==> config.mk <==
export PLATFORM = sky130hd
export DESIGN_NAME = line_follow_pd_steering
export DESIGN_NICKNAME = d
export VERILOG_FILES = /design/src/design/lfpd_pkg.sv /design/src/design/line_follow_pd_steering.sv
export SDC_FILE = /design/constraint.sdc
export NUM_CORES = 1
export LEC_CHECK = 0
export BUFFER_PORTS_ARGS = -buffer_cell sky130_fd_sc_hd__buf_2
export CAP_MARGIN = 20
export CORE_ASPECT_RATIO = 2
export CORE_MARGIN = 1
export CORE_UTILIZATION = 30
export DETAILED_ROUTE_END_ITERATION = 7
export GPL_ROUTABILITY_DRIVEN = 0
export PLACE_DENSITY = 0.52
export SKIP_LAST_GASP = 1
export SYNTH_ARGS = -nofsm -noshare
export SYNTH_HDL_FRONTEND = slang
export SYNTH_SLANG_ARGS = --single-unit
==> constraint.sdc <==
create_clock -name clk_i -period 15.5 [get_ports clk_i]
set_input_delay 2.325 -clock clk_i [delete_from_list [all_inputs] [get_ports clk_i]]
set_output_delay 2.325 -clock clk_i [all_outputs]
set_load 0.005 [all_outputs]
==> src/design/lfpd_pkg.sv <==
package lfpd_pkg;

  localparam int unsigned SampleBits = 10;
  localparam int unsigned TickBits   = 16;
  localparam int unsigned GainBits   = 10;
  localparam int unsigned SpeedBits  = 11;
  localparam int unsigned DutyBits   = 12;
  localparam int unsigned PosBits    = 4;
  localparam int unsigned MagBits    = 4;   // |position difference| <= 10
  localparam int unsigned PropBits   = 13;  // gain * 5
  localparam int unsigned DerBits    = 14;  // gain * 10
  localparam int unsigned DriveBits  = 16;
  localparam int unsigned CfgIdxBits = 3;
  localparam int unsigned CfgBits    = 11;

  typedef enum logic [CfgIdxBits-1:0] {
    REG_ON_THRESHOLD = 3'd0,
    REG_PROP_GAIN    = 3'd1,
    REG_DERIV_GAIN   = 3'd2,
    REG_BASE_SPEED   = 3'd3
  } reg_idx_e;

  localparam logic [SampleBits-1:0] RstOnThreshold = SampleBits'(200);
  localparam logic [GainBits-1:0]   RstPropGain    = GainBits'(140);
  localparam logic [GainBits-1:0]   RstDerivGain   = GainBits'(11);
  localparam logic [SpeedBits-1:0]  RstBaseSpeed   = SpeedBits'(568);

  localparam logic signed [PosBits-1:0] PosCenter   = 4'sd0;
  localparam logic signed [PosBits-1:0] PosLeft     = 4'sd1;
  localparam logic signed [PosBits-1:0] PosRight    = -4'sd1;
  localparam logic signed [PosBits-1:0] PosLostPos  = 4'sd5;
  localparam logic signed [PosBits-1:0] PosLostNeg  = -4'sd5;

  localparam logic [TickBits-1:0] TickMax = {TickBits{1'b1}};

  typedef enum logic [1:0] {
    ST_IDLE,
    ST_DIV,
    ST_SUM,
    ST_OUT
  } state_e;

endpackage

==> src/design/line_follow_pd_steering.sv <==
// Two-sensor PD line-follower steering.
// Input channel (in_valid_i/in_ready_o): one word carries a left and a right
// sensor sample. Output channel (out_valid_o/out_ready_i): one word per input
// word with the right and left motor duties and the coded line position.
// Configuration: cfg_we_i writes cfg_data_i into register cfg_idx_i
// (0 threshold, 1 prop gain, 2 deriv gain, 3 base speed); other indexes are
// ignored. Write only while the block is idle.
// Processing: after the input word is taken, a bit-serial divide runs (one
// quotient bit per cycle, the derivative gain accumulated as each bit comes
// out), then a step sums the drive terms and a last step clamps and loads the
// output register. A new word is taken only once the block is back in idle,
// so it is not taken before the last word is through.
// The output register holds a finished word while the receiver stalls; the
// next input word is still taken and worked on, and waits in the last step
// until the output register is free.
// Reset clears the position history, tick count and change parity and loads
// the registers with their defaults (200, 140, 11, 568).
module line_follow_pd_steering (
  input  logic                                clk_i,
  input  logic                                rst_ni,
  input  logic                                cfg_we_i,
  input  logic [lfpd_pkg::CfgIdxBits-1:0]     cfg_idx_i,
  input  logic [lfpd_pkg::CfgBits-1:0]        cfg_data_i,
  input  logic                                in_valid_i,
  output logic                                in_ready_o,
  input  logic [lfpd_pkg::SampleBits-1:0]     left_sample_i,
  input  logic [lfpd_pkg::SampleBits-1:0]     right_sample_i,
  output logic                                out_valid_o,
  input  logic                                out_ready_i,
  output logic [lfpd_pkg::DutyBits-1:0]       right_duty_o,
  output logic [lfpd_pkg::DutyBits-1:0]       left_duty_o,
  output logic signed [lfpd_pkg::PosBits-1:0] line_position_o
);

  lfpd_pkg::state_e state_q, state_d;

  logic [lfpd_pkg::SampleBits-1:0] thr_q;
  logic [lfpd_pkg::GainBits-1:0]   kp_q;
  logic [lfpd_pkg::GainBits-1:0]   kd_q;
  logic [lfpd_pkg::SpeedBits-1:0]  base_q;

  logic signed [lfpd_pkg::PosBits-1:0] prev_q;
  logic [lfpd_pkg::TickBits-1:0]       tick_q;
  logic                                parity_q;

  logic signed [lfpd_pkg::PosBits-1:0] pos_q;
  logic                                dneg_q;
  logic [lfpd_pkg::MagBits-1:0]        mag_q;
  logic [lfpd_pkg::MagBits-1:0]        rem_q;
  logic [lfpd_pkg::TickBits-1:0]       div_q;
  logic [lfpd_pkg::DerBits-1:0]        acc_q;
  logic [1:0]                          cnt_q;
  logic signed [lfpd_pkg::DriveBits-1:0] drive_q;

  logic                                out_valid_q;
  logic [lfpd_pkg::DutyBits-1:0]       rduty_q, lduty_q;
  logic signed [lfpd_pkg::PosBits-1:0] opos_q;

  // accept-time decode
  logic                                in_acc;
  logic                                lon, ron;
  logic signed [lfpd_pkg::PosBits-1:0] pos_new;
  logic signed [lfpd_pkg::PosBits:0]   diff;
  logic [lfpd_pkg::PosBits:0]          diff_abs;
  logic [lfpd_pkg::TickBits-1:0]       tick_inc;

  assign in_acc = in_valid_i && in_ready_o;
  assign lon    = left_sample_i >= thr_q;
  assign ron    = right_sample_i >= thr_q;

  always_comb begin
    if (lon && ron) begin
      pos_new = lfpd_pkg::PosCenter;
    end else if (lon) begin
      pos_new = lfpd_pkg::PosLeft;
    end else if (ron) begin
      pos_new = lfpd_pkg::PosRight;
    end else begin
      pos_new = prev_q[lfpd_pkg::PosBits-1] ? lfpd_pkg::PosLostNeg : lfpd_pkg::PosLostPos;
    end
  end

  assign diff     = 5'(pos_new) - 5'(prev_q);
  assign diff_abs = diff[lfpd_pkg::PosBits] ? 5'(-diff) : 5'(diff);
  assign tick_inc = (tick_q == lfpd_pkg::TickMax) ? tick_q : tick_q + 1'b1;

  // one restoring divide step
  logic [lfpd_pkg::MagBits:0]   rsh;
  logic                         qbit;
  logic [lfpd_pkg::MagBits:0]   rsub;
  logic [lfpd_pkg::DerBits-1:0] acc_d;

  assign rsh   = {rem_q, mag_q[lfpd_pkg::MagBits-1]};
  assign qbit  = {{(lfpd_pkg::TickBits-lfpd_pkg::MagBits-1){1'b0}}, rsh} >= div_q;
  assign rsub  = rsh - div_q[lfpd_pkg::MagBits:0];
  assign acc_d = {acc_q[lfpd_pkg::DerBits-2:0], 1'b0}
               + (qbit ? {{(lfpd_pkg::DerBits-lfpd_pkg::GainBits){1'b0}}, kd_q}
                       : '0);

  // drive terms
  logic [lfpd_pkg::PropBits-1:0]         pmag;
  logic signed [lfpd_pkg::DriveBits-1:0] pterm, dterm;

  always_comb begin
    if (pos_q == lfpd_pkg::PosLostPos || pos_q == lfpd_pkg::PosLostNeg) begin
      pmag = {1'b0, kp_q, 2'b00} + {3'b000, kp_q};
    end else if (pos_q == lfpd_pkg::PosLeft || pos_q == lfpd_pkg::PosRight) begin
      pmag = {3'b000, kp_q};
    end else begin
      pmag = '0;
    end
  end

  assign pterm = pos_q[lfpd_pkg::PosBits-1] ? -$signed({3'b000, pmag})
                                            : $signed({3'b000, pmag});
  assign dterm = dneg_q ? -$signed({2'b00, acc_q}) : $signed({2'b00, acc_q});

  // clamp and duties
  logic signed [lfpd_pkg::DriveBits-1:0] base_s, drive_c;
  logic signed [lfpd_pkg::DriveBits:0]   rsum, lsum;
  logic                                  out_free;

  assign base_s = $signed({{(lfpd_pkg::DriveBits-lfpd_pkg::SpeedBits){1'b0}}, base_q});

  always_comb begin
    if (drive_q > base_s) begin
      drive_c = base_s;
    end else if (drive_q < -base_s) begin
      drive_c = -base_s;
    end else begin
      drive_c = drive_q;
    end
  end

  assign rsum     = 17'(base_s) + 17'(drive_c);
  assign lsum     = 17'(base_s) - 17'(drive_c);
  assign out_free = !out_valid_q || out_ready_i;

  // control
  always_comb begin
    state_d    = state_q;
    in_ready_o = 1'b0;
    unique case (state_q)
      lfpd_pkg::ST_IDLE: begin
        in_ready_o = 1'b1;
        if (in_valid_i) begin
          state_d = lfpd_pkg::ST_DIV;
        end
      end
      lfpd_pkg::ST_DIV: begin
        if (cnt_q == 2'd3) begin
          state_d = lfpd_pkg::ST_SUM;
        end
      end
      lfpd_pkg::ST_SUM: begin
        state_d = lfpd_pkg::ST_OUT;
      end
      lfpd_pkg::ST_OUT: begin
        if (out_free) begin
          state_d = lfpd_pkg::ST_IDLE;
        end
      end
      default: state_d = lfpd_pkg::ST_IDLE;
    endcase
  end

  always_ff @(posedge clk_i or negedge rst_ni) begin
    if (!rst_ni) begin
      state_q <= lfpd_pkg::ST_IDLE;
    end else begin
      state_q <= state_d;
    end
  end

  // configuration registers
  always_ff @(posedge clk_i or negedge rst_ni) begin
    if (!rst_ni) begin
      thr_q  <= lfpd_pkg::RstOnThreshold;
      kp_q   <= lfpd_pkg::RstPropGain;
      kd_q   <= lfpd_pkg::RstDerivGain;
      base_q <= lfpd_pkg::RstBaseSpeed;
    end else if (cfg_we_i) begin
      case (cfg_idx_i)
        lfpd_pkg::REG_ON_THRESHOLD: thr_q  <= cfg_data_i[lfpd_pkg::SampleBits-1:0];
        lfpd_pkg::REG_PROP_GAIN:    kp_q   <= cfg_data_i[lfpd_pkg::GainBits-1:0];
        lfpd_pkg::REG_DERIV_GAIN:   kd_q   <= cfg_data_i[lfpd_pkg::GainBits-1:0];
        lfpd_pkg::REG_BASE_SPEED:   base_q <= cfg_data_i[lfpd_pkg::SpeedBits-1:0];
        default: ;
      endcase
    end
  end

  // loop history, updated when a word is taken
  always_ff @(posedge clk_i or negedge rst_ni) begin
    if (!rst_ni) begin
      prev_q   <= lfpd_pkg::PosCenter;
      tick_q   <= '0;
      parity_q <= 1'b0;
    end else if (in_acc) begin
      prev_q <= pos_new;
      if (pos_new != prev_q && parity_q) begin
        // second change: restart the tick count
        tick_q   <= '0;
        parity_q <= 1'b0;
      end else begin
        tick_q <= tick_inc;
        if (pos_new != prev_q) begin
          parity_q <= 1'b1;
        end
      end
    end
  end

  // datapath
  always_ff @(posedge clk_i) begin
    if (in_acc) begin
      pos_q  <= pos_new;
      dneg_q <= diff[lfpd_pkg::PosBits];
      mag_q  <= diff_abs[lfpd_pkg::MagBits-1:0];
      div_q  <= tick_inc;
      rem_q  <= '0;
      acc_q  <= '0;
      cnt_q  <= '0;
    end else if (state_q == lfpd_pkg::ST_DIV) begin
      mag_q <= {mag_q[lfpd_pkg::MagBits-2:0], 1'b0};
      rem_q <= qbit ? rsub[lfpd_pkg::MagBits-1:0] : rsh[lfpd_pkg::MagBits-1:0];
      acc_q <= acc_d;
      cnt_q <= cnt_q + 1'b1;
    end
    if (state_q == lfpd_pkg::ST_SUM) begin
      drive_q <= pterm + dterm;
    end
  end

  // output register
  always_ff @(posedge clk_i or negedge rst_ni) begin
    if (!rst_ni) begin
      out_valid_q <= 1'b0;
    end else if (state_q == lfpd_pkg::ST_OUT && out_free) begin
      out_valid_q <= 1'b1;
    end else if (out_ready_i) begin
      out_valid_q <= 1'b0;
    end
  end

  always_ff @(posedge clk_i) begin
    if (state_q == lfpd_pkg::ST_OUT && out_free) begin
      rduty_q <= rsum[lfpd_pkg::DutyBits-1:0];
      lduty_q <= lsum[lfpd_pkg::DutyBits-1:0];
      opos_q  <= pos_q;
    end
  end

  assign out_valid_o     = out_valid_q;
  assign right_duty_o    = rduty_q;
  assign left_duty_o     = lduty_q;
  assign line_position_o = opos_q;

endmodule

# --- Word level (Yosys, flattened, before mapping) ---
# Cells that the tools add are included.
totals:
  reg_bits: 154
  latch_bits: 0
  ram_bits: 0
  mem_bits_ro: 0
  output_inout_bits: 30
  elab_cells: 99
  memories: 0
classes:
  add_sub_neg: 13
  mul: 0
  n_div: 0
  order_cmp: 5
  eq_ne: 16
  shift: 0
  mux: 26
  bitwise: 0
  n_reduce_logical: 19
ops:
  columns: ["op", "n"]
  rows:
  - ["$mux 16", 4]
  - ["$mux 4", 8]
  - ["$mux 12", 2]
  - ["$ge 10x10->1", 2]
  - ["$mux 10", 2]
  - ["$add 16x1->16 const B", 1]
  - ["$add 16x16->16", 1]
  - ["$eq 16x16->1 const B", 1]
  - ["$ge 5x16->1", 1]
  - ["$gt 16x12->1", 1]
  - ["$lt 16x16->1", 1]
  - ["$neg 11->16", 1]
  - ["$neg 13->16", 1]
  - ["$neg 14->16", 1]
  - ["$add 14x10->14", 1]
  - ["$add 12x10->13", 1]
  - ["$mux 13", 1]
  - ["$add 12x12->12", 1]
  - ["$sub 12x12->12", 1]
  - ["$reduce_and 2->1", 5]
  - ["$eq 4x4->1 const B", 2]
  - ["$pmux 2 s4", 1]
  - ["$eq 2x2->1 const B", 3]
  - ["$eq 3x2->1 const B", 2]
  - ["other kinds (19)", 34]

# --- Logic depth before layout (Yosys ltp) ---
# Gate-level depths: netlist (run 1).
logic_depth:
  word_depth: 8
  mapped_depth: 26
  mapped_depth_nobuf: 24

# --- Worst setup path after synthesis (run 1) ---
# Ideal clock, no wire load.
synth_path:
  path_type: "register to register"
  from: "register base_q[2] (netlist bit)"
  to: "register rduty_q (netlist bit right_duty_o[10]), data pin"
  setup_time_ps: 278
  t_arrival_ps: 5434
  slack_ps: 9789
  path_stages_with_launch: 27
  cell_sequence: "dfrtp_1 > buf_2 > nor3_2 > nand3_1 > or3_1 > or3_1 > clkbuf_1 > xnor2_1 > ha_1 > a21o_1 > a21o_1 > a211oi_2 > a21o_1 > clkbuf_1 > o21ai_0 > o31ai_1 > ha_1 > inv_1 > fa_1 > nor2b_1 > o21ai_0 > a21oi_1 > o21ai_0 > a21boi_0 > o21ai_0 > nand2_1 > o311ai_0"
synth_between:
  elab_chain_len: 5
synth_lines:
  columns: ["item", "line", "text"]
  rows:
  - ["start, declared", "line_follow_pd_steering.sv:40", "logic [lfpd_pkg::SpeedBits-1:0] base_q;"]
  - ["start signal, assigned", "line_follow_pd_steering.sv:181", "base_q <= lfpd_pkg::RstBaseSpeed;"]
  - ["start signal, assigned", "line_follow_pd_steering.sv:187", "lfpd_pkg::REG_BASE_SPEED: base_q <= cfg_data_i[lfpd_pkg::SpeedBits-1:0];"]
  - ["$neg 11->16", "line_follow_pd_steering.sv:129", "drive_c = -base_s;"]
  - ["$lt 16x16->1", "line_follow_pd_steering.sv:128", "end else if (drive_q < -base_s) begin"]
  - ["$mux 12", "line_follow_pd_steering.sv:128", null]
  - ["$mux 12", "line_follow_pd_steering.sv:126", "if (drive_q > base_s) begin"]
  - ["$add 12x12->12 *", "line_follow_pd_steering.sv:135", "assign rsum = 17'(base_s) + 17'(drive_c);"]
  - ["named net rsum, one bit", "line_follow_pd_steering.sv:120", "logic signed [lfpd_pkg::DriveBits:0] rsum, lsum;"]
  - ["end signal, assigned", "line_follow_pd_steering.sv:248", "rduty_q <= rsum[lfpd_pkg::DutyBits-1:0];"]
  - ["end, declared", "line_follow_pd_steering.sv:56", "logic [lfpd_pkg::DutyBits-1:0] rduty_q, lduty_q;"]
# The timed path passes the listed nets; every way through them passes the cells marked *.
# A chain may end at the register's enable or synchronous reset.

# --- Final worst setup path (run 1) ---
layout_path:
  from: "register base_q[1] (netlist bit)"
  to: "register rduty_q (netlist bit right_duty_o[10]), data pin"
# Same word-level chain as after synthesis.

==> flow_metrics.tcl, run 1 <==
set metrics [dict create \
    yosys_warnings 0 \
    synth_nets 1315 \
    ios 69 \
    overflow 0 \
    pwr-share-comb 0.573 \
    cp_slowest_cell "a21o_1" \
    cp_num_buf_inv 0 \
    rows 99 \
    worstPathCellList "nor3_2 > nand3_1 > or3_1 > or3_1 > xnor2_1 > ha_1 > a21o_1 > a21o_1 > a211oi_2 > a21o_1 > mux2_2 > o22a_1 > ha_1 > nor2b_1 > o21ai_0 > a21oi_1 > o21ai_0 > a21boi_0 > o21ai_0 > nand2_1 > o311ai_0" \
    dr.pass1.iters 4 \
    grt_pass1_vias 8769 \
    slew_headroom 0.3569 \
    grt_max_degree 65 \
    setup_violations 0 \
    cp-end-kind "flop" \
    synthTopCellsByArea "edfxtp_1, ha_1, dfrtp_1" \
    fin_area_mm2 0.01242 \
    hpwl_um 22080 \
    syn_area_mm2 0.01103 \
    hold_violations 0 \
    drt_iter0_markers 211 \
    die_w_um 137.6 \
    power.density_mw_per_mm2 217.8 \
    ctsResizeCount 0 \
    fin_hold_ws_ns 0.4937 \
    total_power_mw 2.704 \
    die_height_um 273.1 \
    syn-instance-count 1150 \
    htreeDepth 4 \
    fin_crit_ns 6.754 \
    ys_seq_elements 150 \
    grt_first_pass_wirelength_um 45220 \
    regArea_mm2 0.004000 \
    crit_type "reg2reg" \
    yosysTopAreaCellShare 0.1798 \
    coreArea_mm2 0.03629 \
    p_switching_mw 1.157 \
    drc_errors 0 \
    clk_pin_slew_worst_paths_ns 0.07 \
    syn_area_per_cell_um2 9.587 \
    cp_max_fo 15 \
    synth_edf_count 66 \
    clock_skew_ns 0.009710 \
    ys_seq_area_frac 0.3628 \
    nFillCells 3744 \
    crit_arrival_ns 6.98 \
    slew_viol_final 0 \
    fin_nets 1367 \
    pwr-share-seq 0.279 \
    drive_gt1_frac 0.1465 \
    synth_cell_types 82 \
    multi_input_area_mm2 0.006550 \
    status "finished, final reports clean" \
    antenna_found_initial 0 \
    vias 8602 \
    ys_top_cells_by_count "ha_1, nand2_1, inv_1" \
    cts_tree "yes" \
    postPlaceCellArea_mm2 0.01184 \
    grt_use_total 0.1598 \
    worstHoldPathType "reg2reg" \
    clockRootBuffer "clkbuf_16" \
    start_util 0.3038 \
    p_leak_nw 5.194 \
    die-area_mm2 0.03757 \
    rsz0062_at_grt "no" \
    synth_ff_type "edfxtp_1" \
    hold_buffers 0 \
    critical-path-max-stage-delay_ns 0.58 \
    tightest_slew_ns 0.9646 \
    sw_frac_of_total 0.4280 \
    wl_um 28340 \
    post-cts-setup-buffer-count 0 \
    vias_per_cell 5.154 \
    cap_violations 0 \
    peakVddDrop_uv 94.57 \
    ant_nets 0 \
    syn_to_final_growth_pct 12.63 \
    port_buffers 68 \
    worstPathRequired_ns 15.73 \
    p_int_mw 1.547 \
    synth_top_area_cell "edfxtp_1" \
    wire_per_inst_um 16.98 \
    synthArstFlopShare 0.4267 \
    clk_latency_ns 0.44 \
    cts_buffers 17 \
    final.setup.tns_ns 0 \
    start_kind "flop" \
    n_antenna_cell 0 \
    cpLargestDelayFamily "compound AO/OA/AOI/OAI gates" \
    period_share 0.4357 \
    clock_sinks 150 \
    max_freq_mhz 148.1 \
    synth_most_common_cell "ha_1" \
    clockBufferDepth 2 \
    fin_cells 1669 \
    clockPowerShare 0.147 \
    dp_cells 1636 \
]
## flip-flops by register name, summed over array words and instances, names as in the netlist, 10 cells and up
signal,flops
acc_q,14
base_q,11
div_q,16
drive_q,16
kd_q,10
kp_q,10
left_duty_o,12
right_duty_o,11
thr_q,10
tick_q,16
## power groups by stage
stage	registers (mW)	clock network [mW]	logic [mW]
6_report	0.756	0.399	1.55
5_1_grt	0.780	0.426	1.75
3_3_place_gp	0.763	0	1.52
3_5_place_dp	0.765	0	1.56
4_1_cts	0.758	0.411	1.56
2_1_floorplan	0.718	0	1.21
## routing by layer
metal | vias to the layer above | part of all wire | GRT usage
li1 | 4278 | - | -
met1 | 4173 | 0.34 | 0.1393
met2 | 104 | 0.60 | 0.3310
met3 | 47 | 0.017 | 0.02133
met4 | 0 | 0.040 | 0.08647
met5 | - | 0 | 0
## stage by stage
stage | utilization | setup WS [ns]
after floorplan | - | 9.789
after CTS | 0.3415 | 8.741
after global placement | 0.3262 | 8.912
after detailed placement | 0.3262 | 8.744
final | 0.3422 | 8.746
after global routing | 0.3422 | 8.149
## path summary, 6_finish.rpt
| kind | from | end | slack (ns) | cells past startpoint |
|---|---|---|---|---|
| hold / removal | rem_q[3] | rem_q[3] | 0.49 | 2 |
| min in group asynchronous | rst_ni | tick_q[15] | 2.03 | 1 |
| setup reg to reg | base_q[1] | right_duty_o[10] | 8.75 | 21 |
| max in group asynchronous | rst_ni | kp_q[5] | 12.83 | 1 |
| hold reg to reg | rem_q[3] | rem_q[3] | 0.49 | 2 |
| setup / recovery | base_q[1] | right_duty_o[10] | 8.75 | 21 |
## cell usage in the layout (no fill, tap or decap), drive strengths merged, types with 29 or more instances in the layout
cell type,n
xnor2,65
nand2,84
inv,86
buf,77
nand3,29
edfxtp,66
o21ai,64
ha,119
dfrtp,51
nor2,65
mux2,40
a21oi,67
## worst reg2reg max path, cell delays in order, from the launching register on
cell and delay [ns]:
dfrtp_1 0.48, nor3_2 0.37, nand3_1 0.23, or3_1 0.44
or3_1 0.47, xnor2_1 0.18, ha_1 0.30, a21o_1 0.18
a21o_1 0.18, a211oi_2 0.56, a21o_1 0.58, mux2_2 0.42
o22a_1 0.18, ha_1 0.36, nor2b_1 0.17, o21ai_0 0.20
a21oi_1 0.14, o21ai_0 0.23, a21boi_0 0.16, o21ai_0 0.25
nand2_1 0.12, o311ai_0 0.35
## cell families after synthesis
family,count (synthesis),share of synthesized area
and+or+nand+nor,319,0.1498
AOI/OAI and AO/OA,290,0.1740
xor gates and xnor gates,86,0.06968
adders and majority gates,126,0.1478
buffers and inverters,128,0.04482
muxes,51,0.05118
DFF,150,0.3628
## area by class of cell
cell class / count / area share
multi-input cells: 872 / 0.5275
flip-flops and latches: 150 / 0.3221
well taps: 454 / 0.04574
clock buffers: 22 / 0.03919
repair buffers: 78 / 0.03506
inverters: 83 / 0.02509
clock inverters: 10 / 0.005340
Note: power is estimated with default switching activity, not from simulation.
==> run 2, diff against run 1 <==
==> constraint.sdc (replaced) <==
create_clock -name clk_i -period 6.5 [get_ports clk_i]
set_input_delay 0.975 -clock clk_i [delete_from_list [all_inputs] [get_ports clk_i]]
set_output_delay 0.975 -clock clk_i [all_outputs]
set_load 0.005 [all_outputs]
==> flow_metrics.tcl, run 2 (same netlist as run 1, synthesis figures left out) <==
set metrics [dict create \
    status "finished, final reports clean" \
    final.setup.tns_ns 0 \
    grt_max_degree 65 \
    vias 8598 \
    port_buffers 68 \
    hold_violations 0 \
    max_freq_mhz 165.5 \
    grt_use_total 0.1611 \
    vias_per_cell 5.133 \
    cts_tree "yes" \
    ios 69 \
    slew_viol_final 0 \
    peakVddDrop_uv 268.2 \
    clockPowerShare 0.153 \
    cp-end-kind "flop" \
    period_share 0.9295 \
    crit_type "reg2reg" \
    die-area_mm2 0.03757 \
    drive_gt1_frac 0.1526 \
    nFillCells 3727 \
    crit_start "base_q[1]" \
    syn_to_final_growth_pct 13.53 \
    grt_pass1_vias 8841 \
    reg_top3 "div_q x16, drive_q x16, tick_q x16" \
    layout.cells.most_common "ha_1" \
    pwr-share-seq 0.275 \
    cp-endpoint "left_duty_o[10]" \
    timing.rr.start "base_q[1]" \
    cpLargestDelayFamily "compound AO/OA/AOI/OAI gates" \
    cpMostUsedCell "a21o_1" \
    clockBufferDepth 2 \
    drt_iter0_markers 284 \
    p_leak_nw 5.218 \
    clockRootBuffer "clkbuf_16" \
    grt_first_pass_wirelength_um 45440 \
    start_kind "flop" \
    slew_headroom 0.3426 \
    sw_frac_of_total 0.4269 \
    fin_crit_ns 6.042 \
    rsz0062_at_grt "no" \
    setup_violations 0 \
    fin_hold_ws_ns 0.4876 \
    wire_per_inst_um 17.01 \
    p_int_mw 3.758 \
    clock_skew_ns 0.008866 \
    worstPathCellList "nor3_4 > nand3_1 > or3_1 > or3_1 > xnor2_1 > ha_1 > a21o_1 > a21o_1 > a211oi_4 > a21o_1 > buf_4 > mux2_2 > o22a_1 > ha_1 > a21oi_1 > o21ai_0 > a21oi_1 > o21bai_1 > a21o_1 > a2111o_1 > o211ai_1" \
    die_height_um 273.1 \
    cp_slowest_cell "dfrtp_1" \
    critical-path-max-stage-delay_ns 0.51 \
    mostFrequentLayoutCells "ha_1, nand2_1, inv_1" \
    tightest_slew_ns 0.9818 \
    htreeDepth 4 \
    drc_errors 0 \
    clock_sinks 150 \
    ant_nets 0 \
    hpwl_um 21980 \
    cap_violations 0 \
    fin_nets 1371 \
    path_depth 21 \
    cp_max_fo 14 \
    cts_buffers 17 \
    worstPathRequired_ns 6.79 \
    worst_slack_ns 0.4581 \
    place_ws_ns 0.1799 \
    coreArea_mm2 0.03629 \
    clk_latency_ns 0.45 \
    p_switching_mw 2.800 \
    dr.pass1.iters 5 \
    overflow 0 \
    cp_num_buf_inv 1 \
    die_w_um 137.6 \
    power.density_mw_per_mm2 523.9 \
    rows 99 \
    rrSetupSlack_ns 0.46 \
    pwr-share-comb 0.572 \
    start_util 0.3038 \
    wl_um 28490 \
    worstHoldPathType "reg2reg" \
    clk_pin_slew_worst_paths_ns 0.07 \
    hold_buffers 0 \
    crit_arrival_ns 6.33 \
    r2r_end "left_duty_o[10]" \
    antenna_found_initial 2 \
    r2r_cells 21 \
    final_util 0.3449 \
]
==> run 2: cell count changes in the layout (fill, tap and decap cells not counted), sizes merged <==
cell      delta
diode        +2
clkbuf       -5
buf          +5
clkinvlp     +2
bufinv       +2
==> run 2: final cells by class <==
| cell class | count | area, µm² | area share |
|---|---|---|---|
| Inverter | 83 | 311.5 | 0.02489 |
| Antenna cell | 2 | 5.005 | 0.0003998 |
| Clock inverter | 14 | 150.1 | 0.01200 |
| Tap cell | 454 | 568.0 | 0.04538 |
| Timing Repair Buffer | 82 | 467.9 | 0.03739 |
| Clock buffer | 18 | 429.2 | 0.03429 |
| Multi-Input combinational cell | 872 | 6585 | 0.5261 |
| Sequential cell | 150 | 4000 | 0.3196 |
==> run 2: repair_timing <==
| action | in CTS | in global routing |
|---|---|---|
| buffers inserted | 0 | 0 |
| endpoints found under the setup margin | 0 | 6 |
| resized for setup | 0 | 9 |
==> run 2: power groups by stage <==
stage	Combinational, mW	Sequential, mW	Clock, mW
3_3_place_gp	3.66	1.82	0
3_5_place_dp	3.73	1.83	0
5_1_grt	4.25	1.87	1.06
4_1_cts	3.76	1.81	1.03
2_1_floorplan	2.88	1.71	0
6_report	3.75	1.81	1.00
==> run 2: worst min path at each step <==
stage | cells past startpoint | endpoint | startpoint
finish | 2 | prev_q[2] | prev_q[2]
global route | 1 | kd_q[4] | kd_q[4]
CTS | 2 | prev_q[2] | prev_q[2]
detailed placement | 2 | prev_q[2] | prev_q[2]
global placement | 2 | prev_q[2] | prev_q[2]
floorplan | 0 | line_position_o[2] | pos_q[2]
==> run 2: stage by stage <==
stage / instance area [µm²] / instances / power, mW
floorplan: 11030 / 1150 / 4.596
global route: 12520 / 1675 / 7.174
finish: 12520 / 1675 / 6.558
CTS: 12450 / 1672 / 6.600
global placement: 11870 / 1640 / 5.478
detailed placement: 11870 / 1640 / 5.558
==> run 2: worst register-to-register path, stage by stage (launching register included) <==
cell and delay [ns]:
dfrtp_1 0.51, nor3_4 0.31, nand3_1 0.20, or3_1 0.43
or3_1 0.47, xnor2_1 0.18, ha_1 0.30, a21o_1 0.19
a21o_1 0.20, a211oi_4 0.37, a21o_1 0.22, buf_4 0.23
mux2_2 0.37, o22a_1 0.18, ha_1 0.36, a21oi_1 0.20
o21ai_0 0.12, a21oi_1 0.20, o21bai_1 0.11, a21o_1 0.25
a2111o_1 0.42, o211ai_1 0.08
==> run 2: per-layer routing <==
layer,global-route usage,vias to the layer above,part of all wire
li1,-,4284,-
met1,0.1432,4149,0.34
met2,0.3258,107,0.60
met3,0.02615,58,0.018
met4,0.09023,0,0.045
met5,0,-,0
==> run 3, diff against run 2 <==
--- a/config.mk
+++ b/config.mk
@@ -10,6 +10,7 @@
 export CORE_ASPECT_RATIO = 2
 export CORE_MARGIN = 1
 export CORE_UTILIZATION = 30
+export CTS_CLUSTER_DIAMETER = 60
 export DETAILED_ROUTE_END_ITERATION = 7
 export GPL_ROUTABILITY_DRIVEN = 0
 export PLACE_DENSITY = 0.52
==> constraint.sdc (replaced) <==
create_clock -name clk_i -period 6.8 [get_ports clk_i]
set_input_delay 1.02 -clock clk_i [delete_from_list [all_inputs] [get_ports clk_i]]
set_output_delay 1.02 -clock clk_i [all_outputs]
set_load 0.005 [all_outputs]
==> flow_metrics.tcl, run 3 (same netlist as run 1, synthesis figures left out) <==
set metrics [dict create \
    final_util 0.3452 \
    crit_start "base_q[1]" \
    crit_type "reg2reg" \
    n_antenna_cell 0 \
    timing.rr.start "base_q[1]" \
    total_power_mw 6.277 \
    clock_skew_ns 0.009991 \
    start_kind "flop" \
    clockBufferDepth 2 \
    cp_max_fo 14 \
    peakVddDrop_uv 242.6 \
    mostFrequentLayoutCells "ha_1, nand2_1, inv_1" \
    port_buffers 68 \
    dr.pass1.iters 4 \
    overflow 0 \
    rsz0062_at_grt "no" \
    clockRootBuffer "clkbuf_16" \
    grt_pass1_vias 8881 \
    wire_per_inst_um 16.98 \
    htreeDepth 4 \
    setup_violations 0 \
    grt_max_degree 65 \
    p_leak_nw 5.221 \
    die_w_um 137.6 \
    rrSetupSlack_ns 0.50 \
    hpwl_um 21950 \
    die-area_mm2 0.03757 \
    reg_top3 "div_q x16, drive_q x16, tick_q x16" \
    grt_use_total 0.1592 \
    clk_pin_slew_worst_paths_ns 0.07 \
    ant_nets 0 \
    crit_arrival_ns 6.47 \
    r2r_cells 24 \
    tightest_slew_ns 1.089 \
    final.setup.tns_ns 0 \
    cts_buffers 17 \
    vias 8680 \
    drc_errors 0 \
    r2r_end "right_duty_o[10]" \
    clock_sinks 150 \
    drt_iter0_markers 273 \
    fin_nets 1370 \
    cap_violations 0 \
    worst_hold_path.endpoint "prev_q[2]" \
    worstPathRequired_ns 6.97 \
    layout.cells.most_common "ha_1" \
    antenna_found_initial 0 \
    vias_per_cell 5.191 \
    cp-end-kind "flop" \
    clk_latency_ns 0.44 \
    status "finished, final reports clean" \
    power.density_mw_per_mm2 501.0 \
    slew_headroom 0.2707 \
    period_share 0.9261 \
    hold_violations 0 \
    slew_viol_final 0 \
    worstHoldPathType "reg2reg" \
    min-delay-start "prev_q[2]" \
    grt_first_pass_wirelength_um 45090 \
    wl_um 28390 \
    ios 69 \
    cts_tree "yes" \
    coreArea_mm2 0.03629 \
    fin_crit_ns 6.297 \
    max_freq_mhz 158.8 \
    hold_buffers 0 \
    drive_gt1_frac 0.1519 \
    start_util 0.3038 \
    rows 99 \
    syn_to_final_growth_pct 13.63 \
    die_height_um 273.1 \
    hold_depth 2 \
]
run 3: through the flow:
step                      hold WS [ns]  worst slack [ns]  area [µm²]  std cells
after CTS                       0.4945            0.2787       12440       1669
after detailed placement        0.4794            0.3175       11850       1637
final                           0.4847            0.5026       12530       1672
after floorplan                 0.4206             1.089       11030       1150
after global placement          0.4695            0.4740       11850       1637
after global routing            0.5200          0.006271       12530       1672
run 3: area by class of cell:
cell class	instances	area, µm²
Clock buffer	18	439.2
Clock inverter	14	151.4
Fill cell	3693	23770
Inverter	83	311.5
Multi-Input combinational cell	872	6585
Sequential cell	150	4000
Tap cell	454	568.0
Timing Repair Buffer	81	473.0
run 3: worst max path at each step:
| stage | end | slack [ns] | cells past startpoint |
|---|---|---|---|
| 2_1_floorplan | right_duty_o[10] | 1.09 | 26 |
| 3_3_place_gp | right_duty_o[10] | 0.47 | 24 |
| 3_5_place_dp | right_duty_o[10] | 0.32 | 22 |
| 4_1_cts | right_duty_o[10] | 0.28 | 22 |
| 5_1_grt | right_duty_o[10] | 0.006 | 23 |
| 6_report | right_duty_o[10] | 0.50 | 24 |
run 3: worst max-delay path: stages (launching register included):
cell	delay, ns
dfrtp_1	0.51
inv_1	0.20
ha_1	0.33
nand4_1	0.26
or3_1	0.46
or3_1	0.45
nor2_1	0.13
ha_1	0.15
a21oi_1	0.06
o211ai_1	0.45
o22ai_4	0.22
a21o_1	0.24
buf_4	0.20
o31ai_1	0.33
ha_1	0.24
inv_1	0.06
fa_1	0.41
nor2b_1	0.12
o21ai_0	0.12
a21oi_1	0.26
o21ai_0	0.14
a21boi_0	0.30
o21ai_1	0.15
nand2_1	0.12
o311ai_0	0.12
run 3: per-layer routing:
layer | global-route usage | vias up | part of all wire | wire [µm]
li1 | - | 4287 | - | -
met1 | 0.1388 | 4193 | 0.34 | 9625
met2 | 0.3253 | 131 | 0.59 | 16770
met3 | 0.02541 | 69 | 0.022 | 633
met4 | 0.08936 | 0 | 0.048 | 1365
met5 | 0 | - | 0 | 0
run 3: timing repair:
action,CTS,global route
buffers inserted,0,2
setup endpoints to repair,0,2
gates resized for setup,0,7
hold endpoints to repair,0,0
run 3: power by group:
| part | internal (mW) | leakage (nW) | switching, mW | total, mW |
|---|---|---|---|---|
| Clock | 0.552 | 0.283 | 0.409 | 0.962 |
| Sequential | 1.46 | 1.56 | 0.263 | 1.72 |
| Combinational | 1.60 | 3.38 | 2.00 | 3.60 |
| Total | 3.61 | 5.22 | 2.67 | 6.28 |
